===== config.mk =====
export PLATFORM = sky130hd
export DESIGN_NAME = dsdp_back
export DESIGN_NICKNAME = d
export VERILOG_FILES = /design/src/dsdp_pkg.sv /design/src/dsdp_back.sv
export SDC_FILE = /design/constraint.sdc
export NUM_CORES = 1
export LEC_CHECK = 0
export BUFFER_PORTS_ARGS = -buffer_cell sky130_fd_sc_hd__buf_2
export CORE_MARGIN = 2
export CORE_UTILIZATION = 55
export CTS_CLUSTER_DIAMETER = 30
export DETAILED_ROUTE_END_ITERATION = 12
export PLACE_DENSITY = 0.79
export SKIP_LAST_GASP = 1
export SYNTH_ARGS = -nofsm -noshare
export SYNTH_HDL_FRONTEND = slang
export SYNTH_SLANG_ARGS = --single-unit

===== constraint.sdc =====
create_clock -name clock -period 5.7 [get_ports clock]
set_input_delay 1.425 -clock clock [delete_from_list [all_inputs] [get_ports clock]]
set_output_delay 1.425 -clock clock [all_outputs]
set_load 0.05 [all_outputs]

===== src/dsdp_pkg.sv =====
`default_nettype none
// ----------------------------------------------------------------------------
// dsdp_pkg
// Shared types, constants and a helper function of the DSD to DoP packer.
// ----------------------------------------------------------------------------
package dsdp_pkg;

   // Default, reset and minimum values of the configuration.
   localparam int MAX_BLOCK_BYTES_DEF = 8192;
   localparam int BLOCK_BYTES_RESET   = 8192;
   localparam int BLOCK_BYTES_MIN     = 4;

   // Configuration port geometry and register indexes.
   localparam int CSR_IDX_W  = 1;
   localparam int CSR_DATA_W = 14;
   localparam logic [CSR_IDX_W-1:0] CSR_INTERLEAVED = 1'd0;
   localparam logic [CSR_IDX_W-1:0] CSR_BLOCK_BYTES = 1'd1;

   // DoP markers.
   localparam logic [7:0] MARKER_BASE = 8'h05;
   localparam logic [7:0] MARKER_FLIP = 8'hFA;

   // Depth of the frame pair queue between the front and the back.
   localparam int PAIR_QUEUE_DEPTH = 4;

   // One left/right frame pair as classified by the front end.
   typedef struct packed {
      logic       planar;   // left bytes come from the store read data
      logic       marker;   // 1 selects the flipped marker
      logic [7:0] left0;
      logic [7:0] left1;
      logic [7:0] right0;
      logic [7:0] right1;
      logic       last;
   } dsdp_pair_type;

   function automatic logic [7:0] rev8(input logic [7:0] b);
      logic [7:0] r;
      r = ((b & 8'hF0) >> 4) | ((b & 8'h0F) << 4);
      r = ((r & 8'hCC) >> 2) | ((r & 8'h33) << 2);
      r = ((r & 8'hAA) >> 1) | ((r & 8'h55) << 1);
      return r;
   endfunction

endpackage
`default_nettype wire


===== src/dsdp_back.sv =====
`default_nettype none
// ----------------------------------------------------------------------------
// dsdp_back
// Completes frame pairs with the store read data, queues them and delivers
// each pair as a left frame followed by a right frame.
// ----------------------------------------------------------------------------
module dsdp_back
   import dsdp_pkg::*;
#(
   parameter int DEPTH = PAIR_QUEUE_DEPTH
) (
   input  wire logic          clock,
   input  wire logic          reset,
   input  wire logic          pair_valid,
   input  wire dsdp_pair_type pair,
   input  wire logic [7:0]    rd_data_a,
   input  wire logic [7:0]    rd_data_b,
   output logic               room,
   input  wire logic          rsp_pop,
   output logic               rsp_empty,
   output logic [31:0]        rsp_dop_word,
   output logic               rsp_right_channel,
   output logic               rsp_last
);

   localparam int PTR_W = $clog2(DEPTH);
   localparam int CNT_W = $clog2(DEPTH + 1);

   dsdp_pair_type    queue_ff [DEPTH];
   logic [PTR_W-1:0] wr_ptr_ff, wr_ptr_in;
   logic [PTR_W-1:0] rd_ptr_ff, rd_ptr_in;
   logic [CNT_W-1:0] count_ff, count_in;
   logic             side_ff, side_in;

   dsdp_pair_type entry;
   dsdp_pair_type head;
   logic          take;
   logic          release_pair;
   logic [7:0]    marker_byte;

   always_comb begin
      entry = pair;
      if (pair.planar) begin
         entry.left0 = rev8(rd_data_a);
         entry.left1 = rev8(rd_data_b);
      end
   end

   assign head         = queue_ff[rd_ptr_ff];
   assign take         = rsp_pop && !rsp_empty;
   assign release_pair = take && side_ff;
   // Counts the pair still in the front stage so nothing can overflow.
   assign room = (CNT_W'(count_ff) + CNT_W'(pair_valid)) < CNT_W'(DEPTH);

   always_comb begin
      wr_ptr_in = pair_valid ? wr_ptr_ff + PTR_W'(1) : wr_ptr_ff;
      rd_ptr_in = release_pair ? rd_ptr_ff + PTR_W'(1) : rd_ptr_ff;
      count_in  = count_ff + CNT_W'(pair_valid) - CNT_W'(release_pair);
      side_in   = take ? !side_ff : side_ff;
   end

   always_ff @(posedge clock) begin
      if (reset) begin
         wr_ptr_ff <= '0;
         rd_ptr_ff <= '0;
         count_ff  <= '0;
         side_ff   <= 1'b0;
      end else begin
         wr_ptr_ff <= wr_ptr_in;
         rd_ptr_ff <= rd_ptr_in;
         count_ff  <= count_in;
         side_ff   <= side_in;
      end
   end

   always_ff @(posedge clock) begin
      if (pair_valid) begin
         queue_ff[wr_ptr_ff] <= entry;
      end
   end

   assign marker_byte       = head.marker ? MARKER_FLIP : MARKER_BASE;
   assign rsp_empty         = (count_ff == '0);
   assign rsp_right_channel = side_ff;
   assign rsp_last          = side_ff && head.last;
   assign rsp_dop_word      = side_ff ? {marker_byte, head.right0, head.right1, 8'h00}
                                      : {marker_byte, head.left0, head.left1, 8'h00};

   a_count_bound: assert property (@(posedge clock) disable iff (reset)
      count_ff <= CNT_W'(DEPTH))
      else $error("pair queue count exceeds its depth");

   a_no_overflow: assert property (@(posedge clock) disable iff (reset)
      pair_valid |-> (count_ff < CNT_W'(DEPTH)))
      else $error("pair arrived while the queue was full");

   a_right_follows_left: assert property (@(posedge clock) disable iff (reset)
      (take && !side_ff) |=> (!rsp_empty && side_ff))
      else $error("left frame not followed by its right frame");

   a_drain_empty: assert property (@(posedge clock) disable iff (reset)
      (release_pair && count_ff == CNT_W'(1) && !pair_valid) |=> rsp_empty)
      else $error("queue not empty after its last pair left");

endmodule
`default_nettype wire


==> flow_summary.yaml <==
status:
  status: "complete, no violations"
placement:
  gp_congestion: 0.657
  io_buffers: 82
  place_area_um2: 6420
  dp_hpwl_um: 5900
logic_synthesis:
  synth_top_family_by_area: "multiplexers"
  syn-cell-area_um2: 5980
  synthMuxAreaShare_pct: 20.7
  synth_xor_area_share_pct: 0.732
  syn_inst: 279
  ys_seq_elements: 146
  synth_cell_types: 23
  synth_compound_area_share_pct: 0.523
  synth_simple_gate_area_share_pct: 1.28
  avgSynthCellArea_um2: 21.4
  yosys.area_share.adder_pct: 1.67
  synth.yosys.seq_area_share_pct: 71.6
  yosys_warnings: 0
layout:
  final_cell_area_um2: 7040
  fin_nets: 424
  syn2layout_area_growth_pct: 17.7
  nFillCells: 731
  final_layout_size_suffix_gt1_share_pct: 42.8
  antenna_cells: 0
clock_network:
  cts.sinks: 146
  clock_latency_ps: 520
  root_buffer: "clkbuf_8"
  clk_path_buf_depth: 2
  cts_made_buffers: 17
  holdBufCountCts: 0
  cts_max_level: 4
  post-cts-setup-buffers: 0
  cts_tree: "built"
  clkTransAtPathRegs_ps: 60
  cts_resized: 0
grt:
  grt_pass1_vias: 2858
  overflow: 0
  grt_pass1_wl_um: 15300
  grt_antenna_before_repair: 0
  grt_max_degree: 35
  grt_usage_pct: 18.4
power:
  finalPower_w: 0.00268
  peakVddDrop_mv: 0.239
  p_leak_nw: 2.53
  cellPowerDensity_nw_per_um2: 381
job:
  drv_cap: 0
drt:
  detail_route.wl_per_cell_um: 19.5
  routed_wl_um: 10000
  drc: 0
  initialDrtViolationCount: 164
  antenna_left: 0
  routed_via_density: 5.52
  vias: 2837
  first_pass_iters: 4
critical_path:
  crit_path_end_kind: "output port"
  start_kind: "flop"
  timing_worst_setup_path_type: "reg -> out"
  worstPathArrival_ps: 2750
  cp_max_fo: 34
  cp.required_ps: 4280
floorplan:
  die-height_um: 108
  initial_utilization_pct: 55.7
  chipWidth_um: 108
  ioPinCount: 91
  core_area_um2: 10700
  row_count: 38
  dieArea_um2: 11700
sta:
  worst_pin_slew_ps: 1090
  rsz0062_at_grt: "no"
  finalSetupViolations: 0
  relSlewSlack_pct: 27.2
  finalCriticalPeriod_ps: 4170
  fin_crit_sh_pct: 73.2
  hold_viol: 0
  fmax_ghz: 0.240
  setup-tns-final_ps: 0
  final_max_slew_viol_count: 0
  holdWs_ps: 557
  final.setup_skew_ps: 6.12
min_path:
  hp-class: "reg -> reg"
[cells in the final DEF (no fill, tap or decap)]
cell type / count
inv_1: 5
o311a_1: 1
ha_1: 8
inv_6: 1
clkbuf_8: 3
nor3_1: 1
a31o_2: 1
mux2_2: 32
clkinvlp_4: 1
xor2_1: 2
inv_4: 1
conb_1: 8
nor2_1: 9
o31ai_1: 1
and2_1: 1
dfxtp_1: 9
mux4_1: 27
mux4_2: 7
clkinv_4: 2
and2_2: 4
xnor2_1: 3
a21oi_1: 1
edfxtp_1: 136
clkbuf_16: 21
buf_2: 82
dfxtp_2: 1
mux2i_1: 1
nand2b_1: 1
clkinv_2: 3
buf_4: 1
[registers in the layout, indices dropped and copies added, names as in the netlist, named ones only]
name and flops:
queue_ff 136, count_ff 3, rd_ptr_ff 2, wr_ptr_ff 2
rsp_right_channel 1
[metrics by stage]
| step | instances | worst slack, ps | util [%] |
|---|---|---|---|
| final | 514 | 1530 | 65.5 |
| after global routing | 514 | 1370 | 65.5 |
| after CTS | 514 | 1430 | 65.5 |
| after detailed placement | 482 | 1810 | 59.8 |
| after global placement | 482 | 1820 | 59.8 |
| after floorplan | 286 | 1600 | - |
[worst max-delay path, stage by stage, from the launching register on]
cell and delay, ps:
dfxtp_2 1030, mux4_1 690, mux2_2 280, buf_2 210
[path summary, 6_finish.rpt]
path	slack [ps]	endpoint	cells past startpoint	startpoint
setup / recovery	1530	rsp_dop_word[15]	3	flop
hold / removal	560	rd_ptr_ff[1]$_SDFFE_PP0N_	1	rd_ptr_ff[0]$_SDFFE_PP0N_
setup reg to reg	3550	count_ff[2]$_SDFF_PP0_	5	rsp_right_channel$_SDFFE_PP0N_
hold reg to reg	560	rd_ptr_ff[1]$_SDFFE_PP0N_	1	rd_ptr_ff[0]$_SDFFE_PP0N_
[cell families after synthesis]
logic type               Yosys count
AO/OA/AOI/OAI                      4
XOR/XNOR                           5
adder cells (fa/ha/maj)            8
buffers and inverters             32
flip-flops                       146
multiplexers                      67
other                              1
AND/OR/NAND/NOR                   16
[layout make-up]
class,count,area [um2],area share [%]
clock inverter,8,55.1,0.782
inverter,5,18.8,0.266
timing repair buffer,83,418,5.93
clock buffer,24,567,8.05
sequential,146,4290,60.8
tap,140,175,2.49
multi-input combinational,108,1520,21.6
[where the power goes]
group          total [W]  leakage [nW]  switching, W  internal, W
registers        0.00126          1.33     0.0000307      0.00123
clock network    0.00110         0.309      0.000412     0.000690
logic           0.000314         0.889      0.000209     0.000105
total            0.00268          2.53      0.000653      0.00203
[synthesized netlist by cell type (all sizes together)]
master | count | area (um2)
edfxtp | 136 | 4080
mux4 | 34 | 867
mux2 | 32 | 360
buf | 22 | 170
dfxtp | 10 | 200
nor2 | 9 | 33.8
ha | 8 | 100
and2 | 5 | 31.3
clkbuf | 5 | 18.8
inv | 5 | 18.8
xnor2 | 3 | 26.3
xor2 | 2 | 17.5
a21oi | 1 | 5.00
a31o | 1 | 8.76
conb | 1 | 3.75
mux2i | 1 | 10.0
nand2b | 1 | 6.26
nor3 | 1 | 5.00
o311a | 1 | 10.0
o31ai | 1 | 7.51
[layer usage]
layer / wire length (um) / vias to the layer above / track usage, %
met5: 0 / - / 0
met4: 147 / 0 / 6.32
met3: 482 / 18 / 5.61
met2: 5190 / 79 / 31.0
met1: 4220 / 1439 / 22.9
li1: - / 1301 / -
No activity file was read; power rests on OpenSTA's default activity.
