`config.mk`:
```
export PLATFORM = sky130hd
export DESIGN_NAME = dsdp_front
export DESIGN_NICKNAME = d
export VERILOG_FILES = /design/src/dsdp_pkg.sv /design/src/dsdp_front.sv
export SDC_FILE = /design/constraint.sdc
export NUM_CORES = 1
export LEC_CHECK = 0
export BUFFER_PORTS_ARGS = -buffer_cell sky130_fd_sc_hd__buf_2
export CORE_MARGIN = 5
export CORE_UTILIZATION = 45
export DETAILED_ROUTE_END_ITERATION = 10
export PLACE_DENSITY = 0.68
export SETUP_SLACK_MARGIN = 0.2
export SLEW_MARGIN = 20
export SYNTH_ARGS = -nofsm -noshare
export SYNTH_HDL_FRONTEND = slang
export SYNTH_SLANG_ARGS = --single-unit
```
`constraint.sdc`:
```
create_clock -name clock -period 7.7 [get_ports clock]
set_input_delay 1.54 -clock clock [delete_from_list [all_inputs] [get_ports clock]]
set_output_delay 1.54 -clock clock [all_outputs]
set_load 0.02 [all_outputs]
```
`src/dsdp_pkg.sv`:
```
`default_nettype none
// ----------------------------------------------------------------------------
// dsdp_pkg
// Shared types, constants and a helper function of the DSD to DoP packer.
// ----------------------------------------------------------------------------
package dsdp_pkg;

   // Default, reset and minimum values of the configuration.
   localparam int MAX_BLOCK_BYTES_DEF = 8192;
   localparam int BLOCK_BYTES_RESET   = 8192;
   localparam int BLOCK_BYTES_MIN     = 4;

   // Configuration port geometry and register indexes.
   localparam int CSR_IDX_W  = 1;
   localparam int CSR_DATA_W = 14;
   localparam logic [CSR_IDX_W-1:0] CSR_INTERLEAVED = 1'd0;
   localparam logic [CSR_IDX_W-1:0] CSR_BLOCK_BYTES = 1'd1;

   // DoP markers.
   localparam logic [7:0] MARKER_BASE = 8'h05;
   localparam logic [7:0] MARKER_FLIP = 8'hFA;

   // Depth of the frame pair queue between the front and the back.
   localparam int PAIR_QUEUE_DEPTH = 4;

   // One left/right frame pair as classified by the front end.
   typedef struct packed {
      logic       planar;   // left bytes come from the store read data
      logic       marker;   // 1 selects the flipped marker
      logic [7:0] left0;
      logic [7:0] left1;
      logic [7:0] right0;
      logic [7:0] right1;
      logic       last;
   } dsdp_pair_type;

   function automatic logic [7:0] rev8(input logic [7:0] b);
      logic [7:0] r;
      r = ((b & 8'hF0) >> 4) | ((b & 8'h0F) << 4);
      r = ((r & 8'hCC) >> 2) | ((r & 8'h33) << 2);
      r = ((r & 8'hAA) >> 1) | ((r & 8'h55) << 1);
      return r;
   endfunction

endpackage
`default_nettype wire

```
`src/dsdp_front.sv`:
```
`default_nettype none
// ----------------------------------------------------------------------------
// dsdp_front
// Accepts DSD bytes, tracks the block position and marker, fills the planar
// left-half store and hands each completed frame pair to the back end.
// ----------------------------------------------------------------------------
module dsdp_front
   import dsdp_pkg::*;
#(
   parameter int MAX_BLOCK_BYTES = MAX_BLOCK_BYTES_DEF
) (
   input  wire logic                   clock,
   input  wire logic                   reset,
   input  wire logic                   csr_wr_en,
   input  wire logic [CSR_IDX_W-1:0]   csr_index,
   input  wire logic [CSR_DATA_W-1:0]  csr_wr_data,
   input  wire logic                   req_push,
   input  wire logic [7:0]             req_dsd_byte,
   input  wire logic                   room,
   output logic                        req_full,
   output logic                        ram_wr_en,
   output logic [$clog2(MAX_BLOCK_BYTES/2)-1:0] ram_wr_addr,
   output logic [7:0]                  ram_wr_data,
   output logic                        ram_rd_en,
   output logic [$clog2(MAX_BLOCK_BYTES/2)-1:0] ram_rd_addr_a,
   output logic [$clog2(MAX_BLOCK_BYTES/2)-1:0] ram_rd_addr_b,
   output logic                        pair_valid,
   output dsdp_pair_type               pair
);

   localparam int POS_W  = $clog2(MAX_BLOCK_BYTES);
   localparam int SIZE_W = $clog2(MAX_BLOCK_BYTES + 1);
   localparam int AW     = SIZE_W + 1;
   localparam int ADDR_W = $clog2(MAX_BLOCK_BYTES / 2);
   localparam int CW     = (SIZE_W > CSR_DATA_W) ? SIZE_W : CSR_DATA_W;
   localparam int RESET_SIZE =
      (BLOCK_BYTES_RESET > MAX_BLOCK_BYTES) ? MAX_BLOCK_BYTES : BLOCK_BYTES_RESET;

   logic              interleaved_ff, interleaved_in;
   logic [SIZE_W-1:0] size_ff, size_in;
   logic [SIZE_W-1:0] half_ff, half_in;
   logic [POS_W-1:0]  pos_ff, pos_in;
   logic              marker_ff, marker_in;
   logic [23:0]       held_ff, held_in;
   logic              pair_valid_ff, pair_valid_in;
   dsdp_pair_type     pair_ff, pair_in;

   logic          accept;
   logic [CW-1:0] blk_ext;
   logic [CW-1:0] blk_clamped;
   logic [AW-1:0] size_ext, half_ext, p_w, q_w, i_w, pos_next;
   logic          marker_now;
   logic          emit;
   logic [1:0]    k;

   assign accept   = req_push && room;
   assign req_full = !room;

   // Configuration: the clamped block size and its half are kept ready.
   always_comb begin
      interleaved_in = interleaved_ff;
      size_in        = size_ff;
      half_in        = half_ff;
      blk_ext        = CW'(csr_wr_data);
      if (blk_ext < CW'(BLOCK_BYTES_MIN)) begin
         blk_clamped = CW'(BLOCK_BYTES_MIN);
      end else if (blk_ext > CW'(MAX_BLOCK_BYTES)) begin
         blk_clamped = CW'(MAX_BLOCK_BYTES);
      end else begin
         blk_clamped = blk_ext;
      end
      if (csr_wr_en) begin
         unique case (csr_index)
            CSR_INTERLEAVED: begin
               interleaved_in = csr_wr_data[0];
            end
            CSR_BLOCK_BYTES: begin
               size_in = SIZE_W'(blk_clamped);
               half_in = SIZE_W'(blk_clamped >> 1);
            end
            default: begin
            end
         endcase
      end
   end

   always_comb begin
      size_ext = AW'(size_ff);
      half_ext = AW'(half_ff);
      // A position left beyond a shrunken block starts a new block.
      p_w = (AW'(pos_ff) >= size_ext) ? '0 : AW'(pos_ff);
      q_w = p_w - half_ext;
      i_w = q_w - AW'(1);
      k   = p_w[1:0];
      marker_now = (p_w == '0) ? 1'b0 : marker_ff;

      held_in       = held_ff;
      emit          = 1'b0;
      pair_in       = pair_ff;
      ram_wr_en     = 1'b0;
      ram_wr_addr   = ADDR_W'(p_w);
      ram_wr_data   = req_dsd_byte;
      ram_rd_en     = 1'b0;
      ram_rd_addr_a = ADDR_W'(i_w);
      ram_rd_addr_b = ADDR_W'(i_w + AW'(1));

      if (interleaved_ff) begin
         if (k != 2'd3) begin
            held_in[8*k +: 8] = req_dsd_byte;
         end else begin
            emit           = 1'b1;
            pair_in.planar = 1'b0;
            pair_in.left0  = held_ff[7:0];
            pair_in.right0 = held_ff[15:8];
            pair_in.left1  = held_ff[23:16];
            pair_in.right1 = req_dsd_byte;
            pair_in.last   = (p_w + AW'(4)) >= size_ext;
         end
      end else begin
         if (p_w < half_ext) begin
            ram_wr_en = accept;
         end else if (!q_w[0]) begin
            held_in = {16'h0000, req_dsd_byte};
         end else if (q_w < half_ext) begin
            // Left bytes are read now and merged when the data returns.
            emit           = 1'b1;
            ram_rd_en      = accept;
            pair_in.planar = 1'b1;
            pair_in.left0  = 8'h00;
            pair_in.left1  = 8'h00;
            pair_in.right0 = rev8(held_ff[7:0]);
            pair_in.right1 = rev8(req_dsd_byte);
            pair_in.last   = (q_w + AW'(2)) >= half_ext;
         end
      end
      pair_in.marker = marker_now;

      pos_next  = p_w + AW'(1);
      pos_in    = (pos_next >= size_ext) ? '0 : POS_W'(pos_next);
      marker_in = marker_now ^ emit;
      pair_valid_in = accept && emit;
   end

   always_ff @(posedge clock) begin
      if (reset) begin
         interleaved_ff <= 1'b0;
         size_ff        <= SIZE_W'(RESET_SIZE);
         half_ff        <= SIZE_W'(RESET_SIZE / 2);
         pos_ff         <= '0;
         marker_ff      <= 1'b0;
         held_ff        <= '0;
         pair_valid_ff  <= 1'b0;
      end else begin
         interleaved_ff <= interleaved_in;
         size_ff        <= size_in;
         half_ff        <= half_in;
         pair_valid_ff  <= pair_valid_in;
         if (accept) begin
            pos_ff    <= pos_in;
            marker_ff <= marker_in;
            held_ff   <= held_in;
         end
      end
   end

   always_ff @(posedge clock) begin
      if (pair_valid_in) begin
         pair_ff <= pair_in;
      end
   end

   assign pair_valid = pair_valid_ff;
   assign pair       = pair_ff;

endmodule
`default_nettype wire

```
==> qor.txt <==
Global-route wire length before repair = 31.1 mm
Hold Path Sink = held_ff[20]
Synth top area share = 0.151
Status = completed
CTS sink count = 89
Initial antenna violation count = 0
Max_slew headroom = 0.382
Worst setup SP type = register
CP max-delay cell = a311o_2
Port Buf Inserts = 110
Drt first-iter violations = 446
Final setup vio count = 0
Total grt overflow = 0
Clock root cell = clkbuf_16
Period utilization = 0.934
Overall Global Routing Usage = 0.211
Crit path DAT = 5.65 ns
Syn Area/Cell = 8.99 sq um
CTS tree = built
Synthesis Warnings = 0
Cell total after placement = 1102
Layout cells sized above 1 = 0.248
Antenna-violating nets left = 0
Pre-Repair DR Iteration Count = 5
Reg-to-reg startpoint = pos_ff[0]
PwrDens = 169 mW/mm^2
TritonCTS Buffers = 9
Total power = 1.42 mW
Minimum clock period = 7.19 ns
CP max stage delay = 0.47 ns
Leak pwr = 3.53 nW
Detailed-route via count = 6424
Reg-to-reg slack, setup = 1.38 ns
Effective utilization at floorplan = 0.454
CP Class = reg -> out
Total Routed Length = 19.7 mm
H-tree levels = 3
WL/cell = 17.5 um
Worst Reg-to-Reg Cells = 27
Final setup margin = 0.511 ns
Fmax = 139 MHz
Clock tree buffer depth = 2
Synth unique cells = 77
Syn Inst Count = 797
Die Span Y = 136 um
# rows = 46
Placer Congestion = 0.939
Filler cell count = 1519
Crit path top cell by count = a21oi_1
Post-Place Worst Slack = 0.263 ns
Clock skew = 0.00501 ns
Max Slew Vio Count = 0
Register area = 0.00214 sq mm
CTS Hold Buffers Added = 0
Worst Path Required = 6.16 ns
Vias in the first global route = 5966
Synth area leader = dfxtp_1
Hold path cells = 2
Area contributors post-synth = dfxtp_1 (15%), ha_1 (15%), edfxtp_1 (15%), xnor2_1 (5.3%), a21oi_1 (4.6%)
Layout Cells excl Fill = 1125
Cell area after synthesis = 0.00717 sq mm
Worst-path clk slew = 0.06 ns
Post-Route Setup TNS = 0 ns
Measured slew at the worst slew-check pin = 0.917 ns
Synthesis-stage register bit count = 89
Largest net degree at the start of global routing = 56
Via/cell ratio = 5.71
Area of the multi-input gates = 0.00471 sq mm
CP Capture Type = primary output
Die width = 136 um
VDD IR-drop max = 0.000109 V
Primary FF master, synth = dfxtp_1
Full die area = 0.0186 sq mm
Final nets = 1018
CP max FO = 6
Async S/R FF share, synth = 0
Max-cap violations = 0
Final Hold Viols = 0
Synthesized net count = 911
Number of diodes = 0
Clock Latency Late Sink = 0.35 ns
Top cell family by delay on the critical path = compound AO/OA/AOI/OAI gates
Min-delay src = held_ff[20]
IO Pins = 111
Number of flops mapped to enable cells by yosys = 35
Min-Delay Path Class = reg -> reg
# DRC = 0
Critical path buffers and inverters = 4
Core area = 0.0158 sq mm
Register area share after synthesis = 0.297
RSZ-0062 raised after global routing = no
Detail Placement HPWL = 15.0 mm
Crit Reg-Reg Endpoint = pair[0]
Area growth, synth to finish = 16.8%
## power breakdown
group	leakage [nW]	internal (mW)	switching, mW
clock	0.128	0.223	0.196
sequential	0.765	0.492	0.00424
combinational	2.64	0.193	0.311
total	3.53	0.907	0.511
## state kept, by name (all words and copies together), names as in the netlist
register        flops
size_ff            14
pos_ff             13
interleaved_ff      1
marker_ff           1
pair               35
held_ff            24
pair_valid          1
## cells in the mapped netlist, drive strengths merged (11+ instances only)
master   n
nand2   38
a21o    11
buf     14
and2    23
a21oi   66
xnor2   48
dfxtp   54
o21ai   47
ha      86
a32oi   13
o21a    16
clkbuf  29
inv     53
nor3    12
nand4   34
xor2    13
mux2    18
nand3   21
nor2    52
edfxtp  35
## area by class of cell
| cell class | instances | share of cell area |
|---|---|---|
| multi-input combinational | 612 | 0.563 |
| sequential | 89 | 0.255 |
| timing repair buffer | 139 | 0.0918 |
| tap | 216 | 0.0323 |
| clock buffer | 10 | 0.0274 |
| inverter | 53 | 0.0238 |
| clock inverter | 6 | 0.00673 |
## layer usage
| layer | part of all wire | track usage | routed length [um] | vias up |
|---|---|---|---|---|
| met2 | 0.48 | 0.350 | 9370 | 246 |
| met1 | 0.43 | 0.279 | 8490 | 2996 |
| met5 | 0 | 0 | 0 | - |
| li1 | - | - | - | 3139 |
| met3 | 0.071 | 0.0429 | 1400 | 43 |
| met4 | 0.022 | 0.0599 | 436 | 0 |
## how the worst max path moves through the flow
stage / start / to / slack, ns / depth (start not counted)
after floorplan: size_ff[11] / ram_rd_en / 0.48 / 26
after global placement: size_ff[7] / ram_rd_en / 0.47 / 26
after detailed placement: size_ff[7] / ram_rd_en / 0.26 / 26
after CTS: size_ff[4] / ram_rd_en / 0.21 / 25
after global routing: pos_ff[0] / ram_rd_en / 0.19 / 27
final: pos_ff[0] / ram_rd_en / 0.51 / 26
## worst reg2reg max path, stage by stage, from the launching register on
cell,delay (ns)
dfxtp_1,0.39
inv_1,0.09
ha_1,0.27
nand2b_1,0.14
a21oi_1,0.16
o221a_1,0.30
o21a_1,0.21
nand2_1,0.11
inv_1,0.17
ha_2,0.33
a21oi_2,0.23
nand2_1,0.11
a21oi_1,0.24
a221oi_4,0.08
a311o_2,0.47
xnor2_2,0.18
inv_2,0.13
nand3_1,0.14
nand4b_1,0.32
nor3_1,0.35
nand3_1,0.14
xnor2_1,0.16
ha_1,0.29
o211a_1,0.14
a2111oi_0,0.37
o21ai_0,0.19
a311oi_1,0.27
a211oi_1,0.07
## stage by stage
step,area (sq um),hold slack (ns),utilization
after floorplan,7170,0.445,-
after global placement,7980,0.456,0.506
after detailed placement,7980,0.462,0.506
after CTS,8280,0.471,0.525
after global routing,8370,0.496,0.531
final,8370,0.467,0.531
## cell families (layout without fill, tap and decap cells)
kind of cell / count (synthesis) / after routing / share of synthesized area
AOI/OAI and AO/OA: 208 / 208 / 0.198
xor gates and xnor gates: 61 / 61 / 0.0808
adders and majority gates: 88 / 88 / 0.153
buffers and inverters: 96 / 208 / 0.0560
DFF: 89 / 89 / 0.297
muxes: 19 / 19 / 0.0297
and+or+nand+nor: 236 / 236 / 0.185
## layout by cell type, fill, tap and decap left out, drive strengths merged, types with 3 or more instances in the layout
cell and instances:
o211ai 3, or3 3, nand2 38, nand4b 5
nand4 34, edfxtp 35, mux2 18, a31oi 8
and2 23, nor2 52, a32oi 13, o21ai 47
a211oi 9, nand3b 3, nor4 10, buf 138
clkinvlp 3, xor2 13, clkinv 3, a22oi 10
o21a 16, nand2b 8, a21o 11, inv 53
nand3 21, nor3 12, o32ai 3, xnor2 48
clkbuf 11, and3 9, a21oi 66, ha 86
dfxtp 54, nor2b 10
## what timing repair did
item                                    in CTS  in global routing
gates cloned                                 0                  0
endpoints found under the setup margin       1                  1
resized for setup                            2                 14
buffers inserted                             2                  4
pin swaps                                    2                  6
No activity file was read; power rests on OpenSTA's default activity.
